$ cat config.mk
export PLATFORM = sky130hd
export DESIGN_NAME = clamped_pid_with_filtered_derivative
export DESIGN_NICKNAME = d
export VERILOG_FILES = /design/src/rtl/core/cpid_pkg.sv /design/src/rtl/core/cpid_cfg.sv /design/src/rtl/core/cpid_dp.sv /design/src/rtl/core/cpid_ctrl.sv /design/src/rtl/core/clamped_pid_with_filtered_derivative.sv
export SDC_FILE = /design/constraint.sdc
export NUM_CORES = 2
export LEC_CHECK = 0
export BUFFER_PORTS_ARGS = -buffer_cell sky130_fd_sc_hd__buf_4
export CORE_UTILIZATION = 35
export DETAILED_ROUTE_END_ITERATION = 12
export MAX_ROUTING_LAYER = met4
export PLACE_DENSITY = 0.48
export SLEW_MARGIN = 20
export SYNTH_ARGS = -nofsm -noshare
export SYNTH_HDL_FRONTEND = slang
export SYNTH_SLANG_ARGS = --single-unit
$ cat constraint.sdc
create_clock -name clk -period 13.9 [get_ports clk]
set_clock_uncertainty 0.1 [all_clocks]
set_input_delay 0.695 -clock clk [delete_from_list [all_inputs] [get_ports clk]]
set_output_delay 0.695 -clock clk [all_outputs]
set_load 0.02 [all_outputs]
$ cat src/rtl/core/cpid_pkg.sv
package cpid_pkg;

	localparam int VALUE_WIDTH    = 32;
	localparam int GAIN_WIDTH     = 24;
	localparam int LIMIT_WIDTH    = VALUE_WIDTH - 1;
	localparam int ALPHA_WIDTH    = 17;
	localparam int GAIN_SHIFT     = 12;
	localparam int ALPHA_SHIFT    = 16;
	localparam int PROD_WIDTH     = VALUE_WIDTH + GAIN_WIDTH;
	localparam int ACC_WIDTH      = VALUE_WIDTH + 2;
	localparam int CFG_ADDR_WIDTH = 5;
	localparam int CFG_DATA_WIDTH = 32;

	localparam logic [ALPHA_WIDTH-1:0] ALPHA_ONE = ALPHA_WIDTH'(1 << ALPHA_SHIFT);

	typedef logic signed [VALUE_WIDTH-1:0] value_t;

	localparam value_t VAL_MAX = {1'b0, {(VALUE_WIDTH-1){1'b1}}};
	localparam value_t VAL_MIN = {1'b1, {(VALUE_WIDTH-1){1'b0}}};

	typedef enum logic [2:0] {
		REG_PROP_GAIN      = 3'd0,
		REG_INTEG_GAIN     = 3'd1,
		REG_DERIV_GAIN     = 3'd2,
		REG_INTEGRAL_LIMIT = 3'd3,
		REG_OUTPUT_LIMIT   = 3'd4,
		REG_DERIV_FILTER   = 3'd5,
		REG_FILTER_ALPHA   = 3'd6
	} reg_idx_t;

	typedef struct packed {
		logic [GAIN_WIDTH-1:0]  prop_gain;
		logic [GAIN_WIDTH-1:0]  integ_gain;
		logic [GAIN_WIDTH-1:0]  deriv_gain;
		logic [LIMIT_WIDTH-1:0] integral_limit;
		logic [LIMIT_WIDTH-1:0] output_limit;
		logic                   deriv_filter_on;
		logic [ALPHA_WIDTH-1:0] filter_alpha;
	} cfg_t;

	typedef enum logic [2:0] {
		MUL_NONE,
		MUL_PROP,
		MUL_INTEG,
		MUL_DERIV,
		MUL_ALPHA_NEW,
		MUL_ALPHA_OLD
	} mul_op_t;

	typedef enum logic [2:0] {
		ACC_NONE,
		ACC_LOAD,
		ACC_ADD,
		ACC_DTERM,
		ACC_FILT,
		ACC_ADD_DTERM
	} acc_op_t;

	typedef struct packed {
		logic    capture;
		logic    do_err;
		logic    do_integ;
		mul_op_t mul_op;
		acc_op_t acc_op;
		logic    fin;
	} cmd_t;

	function automatic value_t sat_one(input logic [VALUE_WIDTH:0] v);
		if (v[VALUE_WIDTH] != v[VALUE_WIDTH-1]) begin
			return v[VALUE_WIDTH] ? VAL_MIN : VAL_MAX;
		end
		return value_t'(v[VALUE_WIDTH-1:0]);
	endfunction

	function automatic value_t sat_acc(input logic [ACC_WIDTH-1:0] v);
		if ((&v[ACC_WIDTH-1:VALUE_WIDTH-1]) || !(|v[ACC_WIDTH-1:VALUE_WIDTH-1])) begin
			return value_t'(v[VALUE_WIDTH-1:0]);
		end
		return v[ACC_WIDTH-1] ? VAL_MIN : VAL_MAX;
	endfunction

endpackage

$ cat src/rtl/core/cpid_cfg.sv
module cpid_cfg
	import cpid_pkg::*;
(
	input  logic                      clk,
	input  logic                      arst_n,
	input  logic                      psel,
	input  logic                      penable,
	input  logic                      pwrite,
	input  logic [CFG_ADDR_WIDTH-1:0] paddr,
	input  logic [CFG_DATA_WIDTH-1:0] pwdata,
	output logic [CFG_DATA_WIDTH-1:0] prdata,
	output logic                      pready,
	output cfg_t                      cfg
);

	cfg_t     cfg_q;
	reg_idx_t idx;
	logic     wr;

	assign idx    = reg_idx_t'(paddr[CFG_ADDR_WIDTH-1:2]);
	assign wr     = psel && penable && pwrite;
	assign pready = 1'b1;
	assign cfg    = cfg_q;

	always_ff @(posedge clk or negedge arst_n) begin
		if (!arst_n) begin
			cfg_q <= '0;
		end else if (wr) begin
			unique case (idx)
				REG_PROP_GAIN:      cfg_q.prop_gain       <= pwdata[GAIN_WIDTH-1:0];
				REG_INTEG_GAIN:     cfg_q.integ_gain      <= pwdata[GAIN_WIDTH-1:0];
				REG_DERIV_GAIN:     cfg_q.deriv_gain      <= pwdata[GAIN_WIDTH-1:0];
				REG_INTEGRAL_LIMIT: cfg_q.integral_limit  <= pwdata[LIMIT_WIDTH-1:0];
				REG_OUTPUT_LIMIT:   cfg_q.output_limit    <= pwdata[LIMIT_WIDTH-1:0];
				REG_DERIV_FILTER:   cfg_q.deriv_filter_on <= pwdata[0];
				REG_FILTER_ALPHA:   cfg_q.filter_alpha    <= pwdata[ALPHA_WIDTH-1:0];
				default: ;
			endcase
		end
	end

	always_comb begin
		prdata = '0;
		unique case (idx)
			REG_PROP_GAIN:      prdata = CFG_DATA_WIDTH'(cfg_q.prop_gain);
			REG_INTEG_GAIN:     prdata = CFG_DATA_WIDTH'(cfg_q.integ_gain);
			REG_DERIV_GAIN:     prdata = CFG_DATA_WIDTH'(cfg_q.deriv_gain);
			REG_INTEGRAL_LIMIT: prdata = CFG_DATA_WIDTH'(cfg_q.integral_limit);
			REG_OUTPUT_LIMIT:   prdata = CFG_DATA_WIDTH'(cfg_q.output_limit);
			REG_DERIV_FILTER:   prdata = CFG_DATA_WIDTH'(cfg_q.deriv_filter_on);
			REG_FILTER_ALPHA:   prdata = CFG_DATA_WIDTH'(cfg_q.filter_alpha);
			default:            prdata = '0;
		endcase
	end

endmodule

$ cat src/rtl/core/cpid_dp.sv
module cpid_dp
	import cpid_pkg::*;
(
	input  logic   clk,
	input  logic   arst_n,
	input  cfg_t   cfg,
	input  cmd_t   cmd,
	input  value_t target,
	input  value_t measured,
	input  logic   clear_history,
	output value_t drive,
	output logic   output_saturated
);

	value_t target_q;
	value_t measured_q;
	logic   clear_q;
	value_t err_q;
	value_t diff_q;
	value_t integ_q;
	value_t prev_err_q;
	value_t prev_dterm_q;
	value_t dterm_q;
	value_t term_q;
	value_t drive_q;
	logic   osat_q;
	logic [ACC_WIDTH-1:0]  acc_q;
	logic [PROD_WIDTH-1:0] prod_s1;
	logic                  neg_s1;
	logic                  shift16_s1;

	value_t                  op_val;
	logic [GAIN_WIDTH-1:0]   weight;
	logic                    shift16;
	logic [VALUE_WIDTH-1:0]  mag;
	logic [ALPHA_WIDTH-1:0]  alpha_eff;
	logic [ALPHA_WIDTH-1:0]  alpha_rest;
	logic [PROD_WIDTH-1:0]   shifted;
	logic [VALUE_WIDTH-1:0]  mag_lim;
	logic [VALUE_WIDTH-1:0]  mag_cap;
	value_t                  term_next;
	value_t                  err_next;
	value_t                  isum;
	value_t                  ilim;
	value_t                  nilim;
	value_t                  ihigh;
	value_t                  integ_next;
	value_t                  diff_next;
	value_t                  filt_sum;
	value_t                  acc_sat;
	value_t                  olim;
	value_t                  drive_next;
	logic                    osat_next;

	assign drive            = drive_q;
	assign output_saturated = osat_q;

	assign err_next  = sat_one({target_q[VALUE_WIDTH-1], target_q}
		- {measured_q[VALUE_WIDTH-1], measured_q});
	assign isum      = sat_one({integ_q[VALUE_WIDTH-1], integ_q} + {err_q[VALUE_WIDTH-1], err_q});
	assign ilim      = $signed({1'b0, cfg.integral_limit});
	assign nilim     = -ilim;
	assign ihigh     = (isum >= ilim) ? ilim : isum;
	assign integ_next = (ihigh <= nilim) ? nilim : ihigh;
	assign diff_next = sat_one({err_q[VALUE_WIDTH-1], err_q}
		- {prev_err_q[VALUE_WIDTH-1], prev_err_q});
	assign filt_sum  = sat_one({dterm_q[VALUE_WIDTH-1], dterm_q} + {term_q[VALUE_WIDTH-1], term_q});

	assign alpha_eff  = (cfg.filter_alpha > ALPHA_ONE) ? ALPHA_ONE : cfg.filter_alpha;
	assign alpha_rest = ALPHA_ONE - alpha_eff;

	always_comb begin
		op_val  = '0;
		weight  = '0;
		shift16 = 1'b0;
		unique case (cmd.mul_op)
			MUL_NONE: begin
				op_val = '0;
				weight = '0;
			end
			MUL_PROP: begin
				op_val = err_q;
				weight = cfg.prop_gain;
			end
			MUL_INTEG: begin
				op_val = integ_q;
				weight = cfg.integ_gain;
			end
			MUL_DERIV: begin
				op_val = diff_q;
				weight = cfg.deriv_gain;
			end
			MUL_ALPHA_NEW: begin
				op_val  = term_q;
				weight  = GAIN_WIDTH'(alpha_rest);
				shift16 = 1'b1;
			end
			MUL_ALPHA_OLD: begin
				op_val  = prev_dterm_q;
				weight  = GAIN_WIDTH'(alpha_eff);
				shift16 = 1'b1;
			end
			default: begin
				op_val = '0;
				weight = '0;
			end
		endcase
	end

	assign mag = op_val[VALUE_WIDTH-1] ? (~op_val + 1'b1) : op_val;

	// The magnitude is truncated, capped and then given its sign back.
	assign shifted = shift16_s1 ? (prod_s1 >> ALPHA_SHIFT) : (prod_s1 >> GAIN_SHIFT);
	assign mag_lim = neg_s1 ? {1'b1, {(VALUE_WIDTH-1){1'b0}}} : {1'b0, {(VALUE_WIDTH-1){1'b1}}};
	assign mag_cap = ((|shifted[PROD_WIDTH-1:VALUE_WIDTH]) || (shifted[VALUE_WIDTH-1:0] > mag_lim))
		? mag_lim : shifted[VALUE_WIDTH-1:0];
	assign term_next = neg_s1 ? value_t'(~mag_cap + 1'b1) : value_t'(mag_cap);

	assign acc_sat = sat_acc(acc_q);
	assign olim    = $signed({1'b0, cfg.output_limit});

	always_comb begin
		drive_next = acc_sat;
		osat_next  = 1'b0;
		if (acc_sat > olim) begin
			drive_next = olim;
			osat_next  = 1'b1;
		end else if (acc_sat < -olim) begin
			drive_next = -olim;
			osat_next  = 1'b1;
		end
	end

	always_ff @(posedge clk or negedge arst_n) begin
		if (!arst_n) begin
			integ_q      <= '0;
			prev_err_q   <= '0;
			prev_dterm_q <= '0;
		end else begin
			if (cmd.do_err && clear_q) begin
				integ_q    <= '0;
				prev_err_q <= '0;
			end
			if (cmd.do_integ) begin
				integ_q    <= integ_next;
				prev_err_q <= err_q;
			end
			if (cmd.acc_op == ACC_FILT) begin
				prev_dterm_q <= filt_sum;
			end
		end
	end

	always_ff @(posedge clk) begin
		prod_s1    <= PROD_WIDTH'(mag) * PROD_WIDTH'(weight);
		neg_s1     <= op_val[VALUE_WIDTH-1];
		shift16_s1 <= shift16;
		term_q     <= term_next;
		if (cmd.capture) begin
			target_q   <= target;
			measured_q <= measured;
			clear_q    <= clear_history;
		end
		if (cmd.do_err) begin
			err_q <= err_next;
		end
		if (cmd.do_integ) begin
			diff_q <= diff_next;
		end
		unique case (cmd.acc_op)
			ACC_NONE:      ;
			ACC_LOAD:      acc_q   <= ACC_WIDTH'(term_q);
			ACC_ADD:       acc_q   <= acc_q + ACC_WIDTH'(term_q);
			ACC_DTERM:     dterm_q <= term_q;
			ACC_FILT:      dterm_q <= filt_sum;
			ACC_ADD_DTERM: acc_q   <= acc_q + ACC_WIDTH'(dterm_q);
			default:       ;
		endcase
		if (cmd.fin) begin
			drive_q <= drive_next;
			osat_q  <= osat_next;
		end
	end

endmodule

$ cat src/rtl/core/cpid_ctrl.sv
module cpid_ctrl
	import cpid_pkg::*;
(
	input  logic clk,
	input  logic arst_n,
	input  logic in_valid,
	output logic in_stall,
	output logic out_valid,
	input  logic out_stall,
	input  logic filter_on,
	output cmd_t cmd
);

	typedef enum logic [3:0] {
		ST_IDLE,
		ST_ERR,
		ST_INTEG,
		ST_MUL_D,
		ST_MUL_I,
		ST_PLAIN_D,
		ST_PLAIN_I,
		ST_FILT_A,
		ST_FILT_B,
		ST_FILT_SUM_A,
		ST_FILT_SUM_B,
		ST_FILT_ADD,
		ST_FIN
	} state_t;

	state_t state_q;
	logic   out_valid_q;
	logic   fin_go;

	assign in_stall  = (state_q != ST_IDLE);
	assign out_valid = out_valid_q;
	assign fin_go    = !out_valid_q || !out_stall;

	always_comb begin
		cmd         = '0;
		cmd.mul_op  = MUL_NONE;
		cmd.acc_op  = ACC_NONE;
		unique case (state_q)
			ST_IDLE:       cmd.capture = in_valid;
			ST_ERR:        cmd.do_err = 1'b1;
			ST_INTEG: begin
				cmd.do_integ = 1'b1;
				cmd.mul_op   = MUL_PROP;
			end
			ST_MUL_D:      cmd.mul_op = MUL_DERIV;
			ST_MUL_I: begin
				cmd.mul_op = MUL_INTEG;
				cmd.acc_op = ACC_LOAD;
			end
			ST_PLAIN_D:    cmd.acc_op = ACC_ADD;
			ST_PLAIN_I:    cmd.acc_op = ACC_ADD;
			ST_FILT_A:     cmd.mul_op = MUL_ALPHA_NEW;
			ST_FILT_B: begin
				cmd.mul_op = MUL_ALPHA_OLD;
				cmd.acc_op = ACC_ADD;
			end
			ST_FILT_SUM_A: cmd.acc_op = ACC_DTERM;
			ST_FILT_SUM_B: cmd.acc_op = ACC_FILT;
			ST_FILT_ADD:   cmd.acc_op = ACC_ADD_DTERM;
			ST_FIN:        cmd.fin = fin_go;
			default:       cmd = '0;
		endcase
	end

	always_ff @(posedge clk or negedge arst_n) begin
		if (!arst_n) begin
			state_q     <= ST_IDLE;
			out_valid_q <= 1'b0;
		end else begin
			if (state_q == ST_FIN && fin_go) begin
				out_valid_q <= 1'b1;
			end else if (out_valid_q && !out_stall) begin
				out_valid_q <= 1'b0;
			end
			unique case (state_q)
				ST_IDLE: begin
					if (in_valid) begin
						state_q <= ST_ERR;
					end
				end
				ST_ERR:        state_q <= ST_INTEG;
				ST_INTEG:      state_q <= ST_MUL_D;
				ST_MUL_D:      state_q <= ST_MUL_I;
				ST_MUL_I:      state_q <= filter_on ? ST_FILT_A : ST_PLAIN_D;
				ST_PLAIN_D:    state_q <= ST_PLAIN_I;
				ST_PLAIN_I:    state_q <= ST_FIN;
				ST_FILT_A:     state_q <= ST_FILT_B;
				ST_FILT_B:     state_q <= ST_FILT_SUM_A;
				ST_FILT_SUM_A: state_q <= ST_FILT_SUM_B;
				ST_FILT_SUM_B: state_q <= ST_FILT_ADD;
				ST_FILT_ADD:   state_q <= ST_FIN;
				ST_FIN: begin
					if (fin_go) begin
						state_q <= ST_IDLE;
					end
				end
				default:       state_q <= ST_IDLE;
			endcase
		end
	end

	a_accept_starts: assert property (@(posedge clk) disable iff (!arst_n)
		in_valid && !in_stall |=> state_q == ST_ERR)
		else $error("An accepted transfer did not start the error step.");

	a_result_from_fin: assert property (@(posedge clk) disable iff (!arst_n)
		$rose(out_valid_q) |-> $past(state_q == ST_FIN))
		else $error("A result was raised outside the final step.");

	a_fin_completes: assert property (@(posedge clk) disable iff (!arst_n)
		state_q == ST_FIN && fin_go |=> state_q == ST_IDLE && out_valid_q)
		else $error("The final step did not hand over its result.");

endmodule

$ cat src/rtl/core/clamped_pid_with_filtered_derivative.sv
// The block takes a new input transfer only when idle, after it has finished with
// the last one. Its products go in sequence through the single shared 32x24
// multiplier, and filtered derivative mode takes more steps than plain mode.
// Reset clears the configuration registers, the integral, the previous error
// and the previous derivative term; the block is ready at once after reset.
module clamped_pid_with_filtered_derivative
	import cpid_pkg::*;
(
	input  logic                      clk,
	input  logic                      arst_n,
	input  logic                      in_valid,
	output logic                      in_stall,
	input  logic signed [31:0]        target,
	input  logic signed [31:0]        measured,
	input  logic                      clear_history,
	output logic                      out_valid,
	input  logic                      out_stall,
	output logic signed [31:0]        drive,
	output logic                      output_saturated,
	input  logic                      psel,
	input  logic                      penable,
	input  logic                      pwrite,
	input  logic [CFG_ADDR_WIDTH-1:0] paddr,
	input  logic [CFG_DATA_WIDTH-1:0] pwdata,
	output logic [CFG_DATA_WIDTH-1:0] prdata,
	output logic                      pready
);

	cfg_t cfg;
	cmd_t cmd;

	cpid_cfg u_cfg (
		.clk     (clk),
		.arst_n  (arst_n),
		.psel    (psel),
		.penable (penable),
		.pwrite  (pwrite),
		.paddr   (paddr),
		.pwdata  (pwdata),
		.prdata  (prdata),
		.pready  (pready),
		.cfg     (cfg)
	);

	cpid_ctrl u_ctrl (
		.clk       (clk),
		.arst_n    (arst_n),
		.in_valid  (in_valid),
		.in_stall  (in_stall),
		.out_valid (out_valid),
		.out_stall (out_stall),
		.filter_on (cfg.deriv_filter_on),
		.cmd       (cmd)
	);

	cpid_dp u_dp (
		.clk              (clk),
		.arst_n           (arst_n),
		.cfg              (cfg),
		.cmd              (cmd),
		.target           (target),
		.measured         (measured),
		.clear_history    (clear_history),
		.drive            (drive),
		.output_saturated (output_saturated)
	);

endmodule
Word-level counts from Yosys, hierarchy flattened --
Cells that the tools add are included.
Storage, ports and cells: bits of input ports 109, logic and storage cells 164, register bits after elaboration 571
Operators by class: reduce and logical (&&, ||, !) cells 32, $lt $le $gt $ge 6, $mul 1, equality and inequality tests 34, mux-type cells 52, bitwise operators 2, $add $sub $neg 11
Operator list (number):
- 32-bit 2-to-1 mux | 25
- 31-bit one-hot mux with 7 select lines | 1
- 32-bit one-hot mux with 5 select lines | 1
- 24-bit one-hot mux with 5 select lines | 1
- 34-bit one-hot mux with 3 select lines | 1
- 34-bit adder | 2
- 32-bit by 32-bit adder with 33-bit output | 2
- 32-bit by 32-bit subtractor with 33-bit output | 2
- 32-bit by 1-bit adder with 32-bit output (second input constant) | 2
- 32-bit greater-than comparator | 2
- 31-bit negation with 32-bit output | 2
- 32-bit inverter | 2
- 32-bit one-hot mux with 2 select lines | 1
- 32-bit by 24-bit multiplier with 56-bit output | 1
- 4-bit one-hot mux with 12 select lines | 1
- 44-bit 2-to-1 mux | 1
- 32-bit greater-or-equal comparator | 1
- 32-bit <= comparator | 1
- 32-bit less-than comparator | 1
- 31-bit 2-to-1 mux | 1
- 3-bit one-hot mux with 5 select lines | 2
- 24-bit OR reduction | 1
- 3-bit equality test (second input constant) | 7
- 4-bit equality test (second input constant) | 5
- 26 further kinds | 72

Longest topological paths before layout --
depth in word-level cells 9, depth in mapped cells 43

By module --
A second synthesis with hierarchy kept.
Unflattened totals: cell total of the unflattened synthesis 7192, area, all modules 65211.3 sq um
By module, submodules not included:
- cpid_dp | times used 1, cells an instance 6646, area each 57774.2 sq um, sequential area each 10810.4 sq um
- cpid_cfg | times used 1, cells an instance 501, area each 7029.2 sq um, sequential area each 3803.6 sq um
- cpid_ctrl | times used 1, cells an instance 45, area each 407.9 sq um, sequential area each 125.1 sq um

Least setup slack after synthesis --
No wires, ideal clock.
kind register -> register, from register u_ctrl.state_q[1], to register u_dp.prod_s1[54], stages on the path, launching flop included 42, library setup time 0.072 ns, path buffers 5, clock period less this slack 9.927 ns, slack 3.973 ns, data required time 13.728 ns, data arrival time 9.755 ns, cell sequence dfrtp_1 buf_2 and3b_1 clkbuf_1 buf_6 a22o_1 a21oi_1 clkbuf_1 ha_1 inv_1 or2_1 nor3_2 and3_1 nand2_1 o41ai_2 xnor2_1 buf_2 nand2_1 (+6 left out) inv_1 fa_1 fa_1 inv_1 fa_1 inv_1 ha_1 a21o_1 a21oi_1 o21ai_0 a211o_1 a21oi_1 o221a_2 a2bb2oi_1 o211ai_1 o31a_1 a21oi_1 xnor2_1
On the way: cells in the longest elaborated chain, start to end 8
RTL lines:
- start, declared | line cpid_ctrl.sv:30 | state_t state_q;
- start signal, assigned | line cpid_ctrl.sv:88 | ST_MUL_I: state_q <= filter_on ? ST_FILT_A : ST_PLAIN_D;
- 4-bit equality test (tied with other cells) | line cpid_ctrl.sv:42 | unique case (state_q)
- 3-bit one-hot mux with 5 select lines * | line cpid_ctrl.sv:42
- 3-bit equality test (tied with other cells) | line cpid_dp.sv:76 | unique case (cmd.mul_op)
- 32-bit one-hot mux with 5 select lines | line cpid_dp.sv:76
- 32-bit inverter | line cpid_dp.sv:110 | assign mag = op_val[VALUE_WIDTH-1] ? (~op_val + 1'b1) : op_val;
- 32-bit by 1-bit adder with 32-bit output | line cpid_dp.sv:110
- 32-bit 2-to-1 mux | line cpid_dp.sv:110
- 32-bit by 24-bit multiplier with 56-bit output * | line cpid_dp.sv:155 | prod_s1 <= PROD_WIDTH'(mag) * PROD_WIDTH'(weight);
- end signal, assigned | line cpid_dp.sv:155
- end, declared | line cpid_dp.sv:28 | logic [PROD_WIDTH-1:0] prod_s1;
Every way passes the cells marked *; elsewhere a longest branch is shown, timed or not. A chain may end at the register's enable or synchronous reset.

Worst setup path after layout --
from register u_ctrl.state_q[2], to register u_dp.prod_s1[55]
Same word-level chain as after synthesis.

==> flow_summary_export.csv <==
group,metric,value,unit
run_status,outcome,"complete, no violations",
floorplan,core_region_area,0.1792,mm²
floorplan,fp.dieArea,0.1828,mm²
place,hpwl,182.9,mm
clock_tree,clkTransAtPathRegs,0.06,ns
floorplan,pin_count,177,
global_routing,grt_pass1_wl,345.0,mm
floorplan,die_h,427.6,µm
synthesis,synth_edf_count,228,
clock_tree,cts_resized,0,
drt,vias,52750,
synthesis,ys_warn_count,0,
drt,first_pass_iters,6,
synthesis,synth_ff_type,"dfrtp_1",
setup_path,path_class,"reg2reg",
sta,slew_headroom,16.65,%
finish,drive_gt1_share,9.772,%
finish,diodes,0,
finish,fillerInstances,18340,
setup_path,max_stage_delay,0.75,ns
drt,dr_wl_met2,103.3,mm
sta,setup_viol,0,
drt,avgViaCountPerCell,5.483,
finish,syn_to_final_growth,10.81,%
synthesis,synth_nets,8413,
floorplan,initial_core_util,35.37,%
setup_path,critical_path.endpoint_type,"flop",
place,portBuffers,171,
place,dp_worst_setup_slack,2.018,ns
synthesis,synth_seq_cells,559,
drt,detail_route.wl_per_cell,24.27,µm
sta,rsz0062_at_grt,"no",
drt,wirelength,233.5,mm
finish,final_core_util,39.20,%
sta,finalHoldViolCount,0,
global_routing,antenna_found_initial,6,
global_routing,grt_max_degree,78,
job,drv_cap,0,
sta,setup-tns-final,0,ns
clock_tree,cts_buffer_depth,3,
drt,route.met3.wl,13.27,mm
clock_tree,cts_hold_buf,1,
clock_tree,cts_tree,"yes",
clock_tree,htreeDepth,3,
sta,period_needed,12.06,ns
sta,slew_viol_final,0,
synthesis,yosysUniqueCellTypes,102,
setup_path,crit_top_cell,"fa_1",
sta,worst_slack,1.838,ns
drt,drt_iter0_drc,4633,
drt,drt-met1-wl,108.0,mm
clock_tree,post-cts-setup-buffer-count,0,
synthesis,syn_area_per_cell,8.876,µm²
finish,final_nets,8481,
synthesis,syn_inst,7141,
finish,final_common_cell,"nand2_1",
min_path,holdCritPathClass,"in2reg",
setup_path,crit_required,14.32,ns
clock_tree,clk_latency,0.68,ns
setup_path,startpoint_type,"flop",
global_routing,grt_overflow,0,
clock_tree,cts_buffers,69,
place,place_inst,9492,
finish,finalNonFillerCells,9621,
floorplan,die_w,427.6,µm
sta,tightest_slew,1.237,ns
clock_tree,root_buffer,"clkbuf_16",
setup_path,worst_path_max_delay_cell,"nor2_1",
floorplan,std_cell_rows,155,
clock_tree,clkSinkCount,559,
setup_path,worstPathArrival,12.49,ns
synthesis,synthesis.area,0.06338,mm²
drt,routed.top_layer,"met4",
setup_path,cp_max_fo,38,
synthesis,async_flop_share,45.26,%
finish,largest_reg_flops,152,
finish,final_cell_mix,"1003 x nand2_1, 983 x inv_1, 662 x fa_1, 501 x ha_1, 409 x a21oi_1",
synthesis,yosysSeqAreaShare,23.25,%
global_routing,grt_pass1_vias,52110,
sta,fmax,82.90,MHz
global_routing,track_usage,26.22,%
place,place.gp.congestion,0.9394,
drt,drcViolationCount,0,
sta,fin_crit_sh,86.78,%
drt,drt.antenna.violating_nets,0,
## kinds of logic (layout without fill, tap and decap cells)
kind of cell / count (synthesis) / in the layout / share of synthesized area [%]
XOR/XNOR: 281 / 281 / 3.905
adder cells (fa/ha/maj): 1178 / 1178 / 31.04
AO/OA/AOI/OAI: 1523 / 1523 / 15.33
AND/OR/NAND/NOR: 2080 / 2080 / 14.93
other: 2 / 2 / 0.01185
buffers and inverters: 1315 / 1440 / 7.872
multiplexers: 203 / 203 / 3.668
flip-flops: 559 / 559 / 23.25
## cell type report
cell class                      instances  area, µm²  share of cell area [%]
Inverter                              988       3711                   5.284
Multi-Input combinational cell       5267      43980                   62.61
Timing Repair Buffer                  324       2442                   3.477
Sequential cell                       559      14740                   20.99
Clock buffer                           86       1906                   2.713
Tap cell                             2355       2947                   4.195
Clock inverter                         42      511.7                  0.7286
## layer usage
| metal | up-vias | track usage (%) |
|---|---|---|
| met3 | 312 | 2.667 |
| met1 | 26590 | 36.74 |
| met2 | 1764 | 39.44 |
| met4 | 0 | 8.849 |
| met5 | - | - |
| li1 | 24080 | - |
## worst max-delay path, delay by kind of cell (launching register included)
kind	cells	cell delay (ns)
AOI/OAI and AO/OA	9	2.45
DFF	1	0.40
buffers and inverters	9	2.11
and+or+nand+nor	8	2.29
adders and majority gates	8	3.83
xor gates and xnor gates	1	0.68
## cell usage after synthesis, drive strengths merged, types with 15 or more instances
library cell  instances  share of area [%]
a211oi               23               0.29
a21o                156                1.8
a21oi               416                3.3
a221oi               27               0.39
a22o                 57               0.79
a22oi                92                1.1
a31oi                39               0.38
and2                128                1.3
and3                 43               0.42
buf                  42               0.33
clkbuf              285                1.7
dfrtp               253                 10
dfxtp                78                2.5
edfxtp              228                 11
fa                  662                 21
ha                  501                9.9
inv                 987                5.8
maj3                 15               0.24
mux2                164                2.9
mux2i                32               0.51
nand2              1006                6.0
nand2b               69               0.68
nand3               105               0.83
nand4                51               0.50
nor2                389                2.3
nor2b                62               0.61
nor3                 88               0.70
nor4                 30               0.32
o211ai               30               0.36
o21a                 75               0.89
o21ai               388                3.1
o21bai               35               0.41
o22ai                24               0.24
o31ai                16               0.19
or2                  19               0.19
or3                  19               0.19
or4                  17               0.21
xnor2               197                2.7
xor2                 83                1.1
## path summary, 6_finish.rpt
path	slack, ns	cells past startpoint	startpoint	endpoint
max	1.84	35	u_ctrl.state_q[2]	u_dp.prod_s1[55]
min	0.12	1	clear_history	u_dp.clear_q
max reg2reg	1.84	35	u_ctrl.state_q[2]	u_dp.prod_s1[55]
min reg2reg	0.39	2	u_dp.prev_dterm_q[1]	u_dp.prev_dterm_q[1]
max in group asynchronous	10.97	4	arst_n	u_cfg.cfg[131]
min in group asynchronous	0.47	2	arst_n	u_dp.prev_err_q[0]
## through the flow
stage / instance area (µm²) / hold slack [ns]
2_1_floorplan: 63380 / 0.2994
3_3_place_gp: 67800 / 0.3638
3_5_place_dp: 67810 / 0.3667
4_1_cts: 70230 / 0.06334
5_1_grt: 70240 / 0.07812
6_report: 70240 / 0.1153
Power is not shown: default switching activity piles up to over one toggle a cycle in this logic, so the estimate is an artifact.
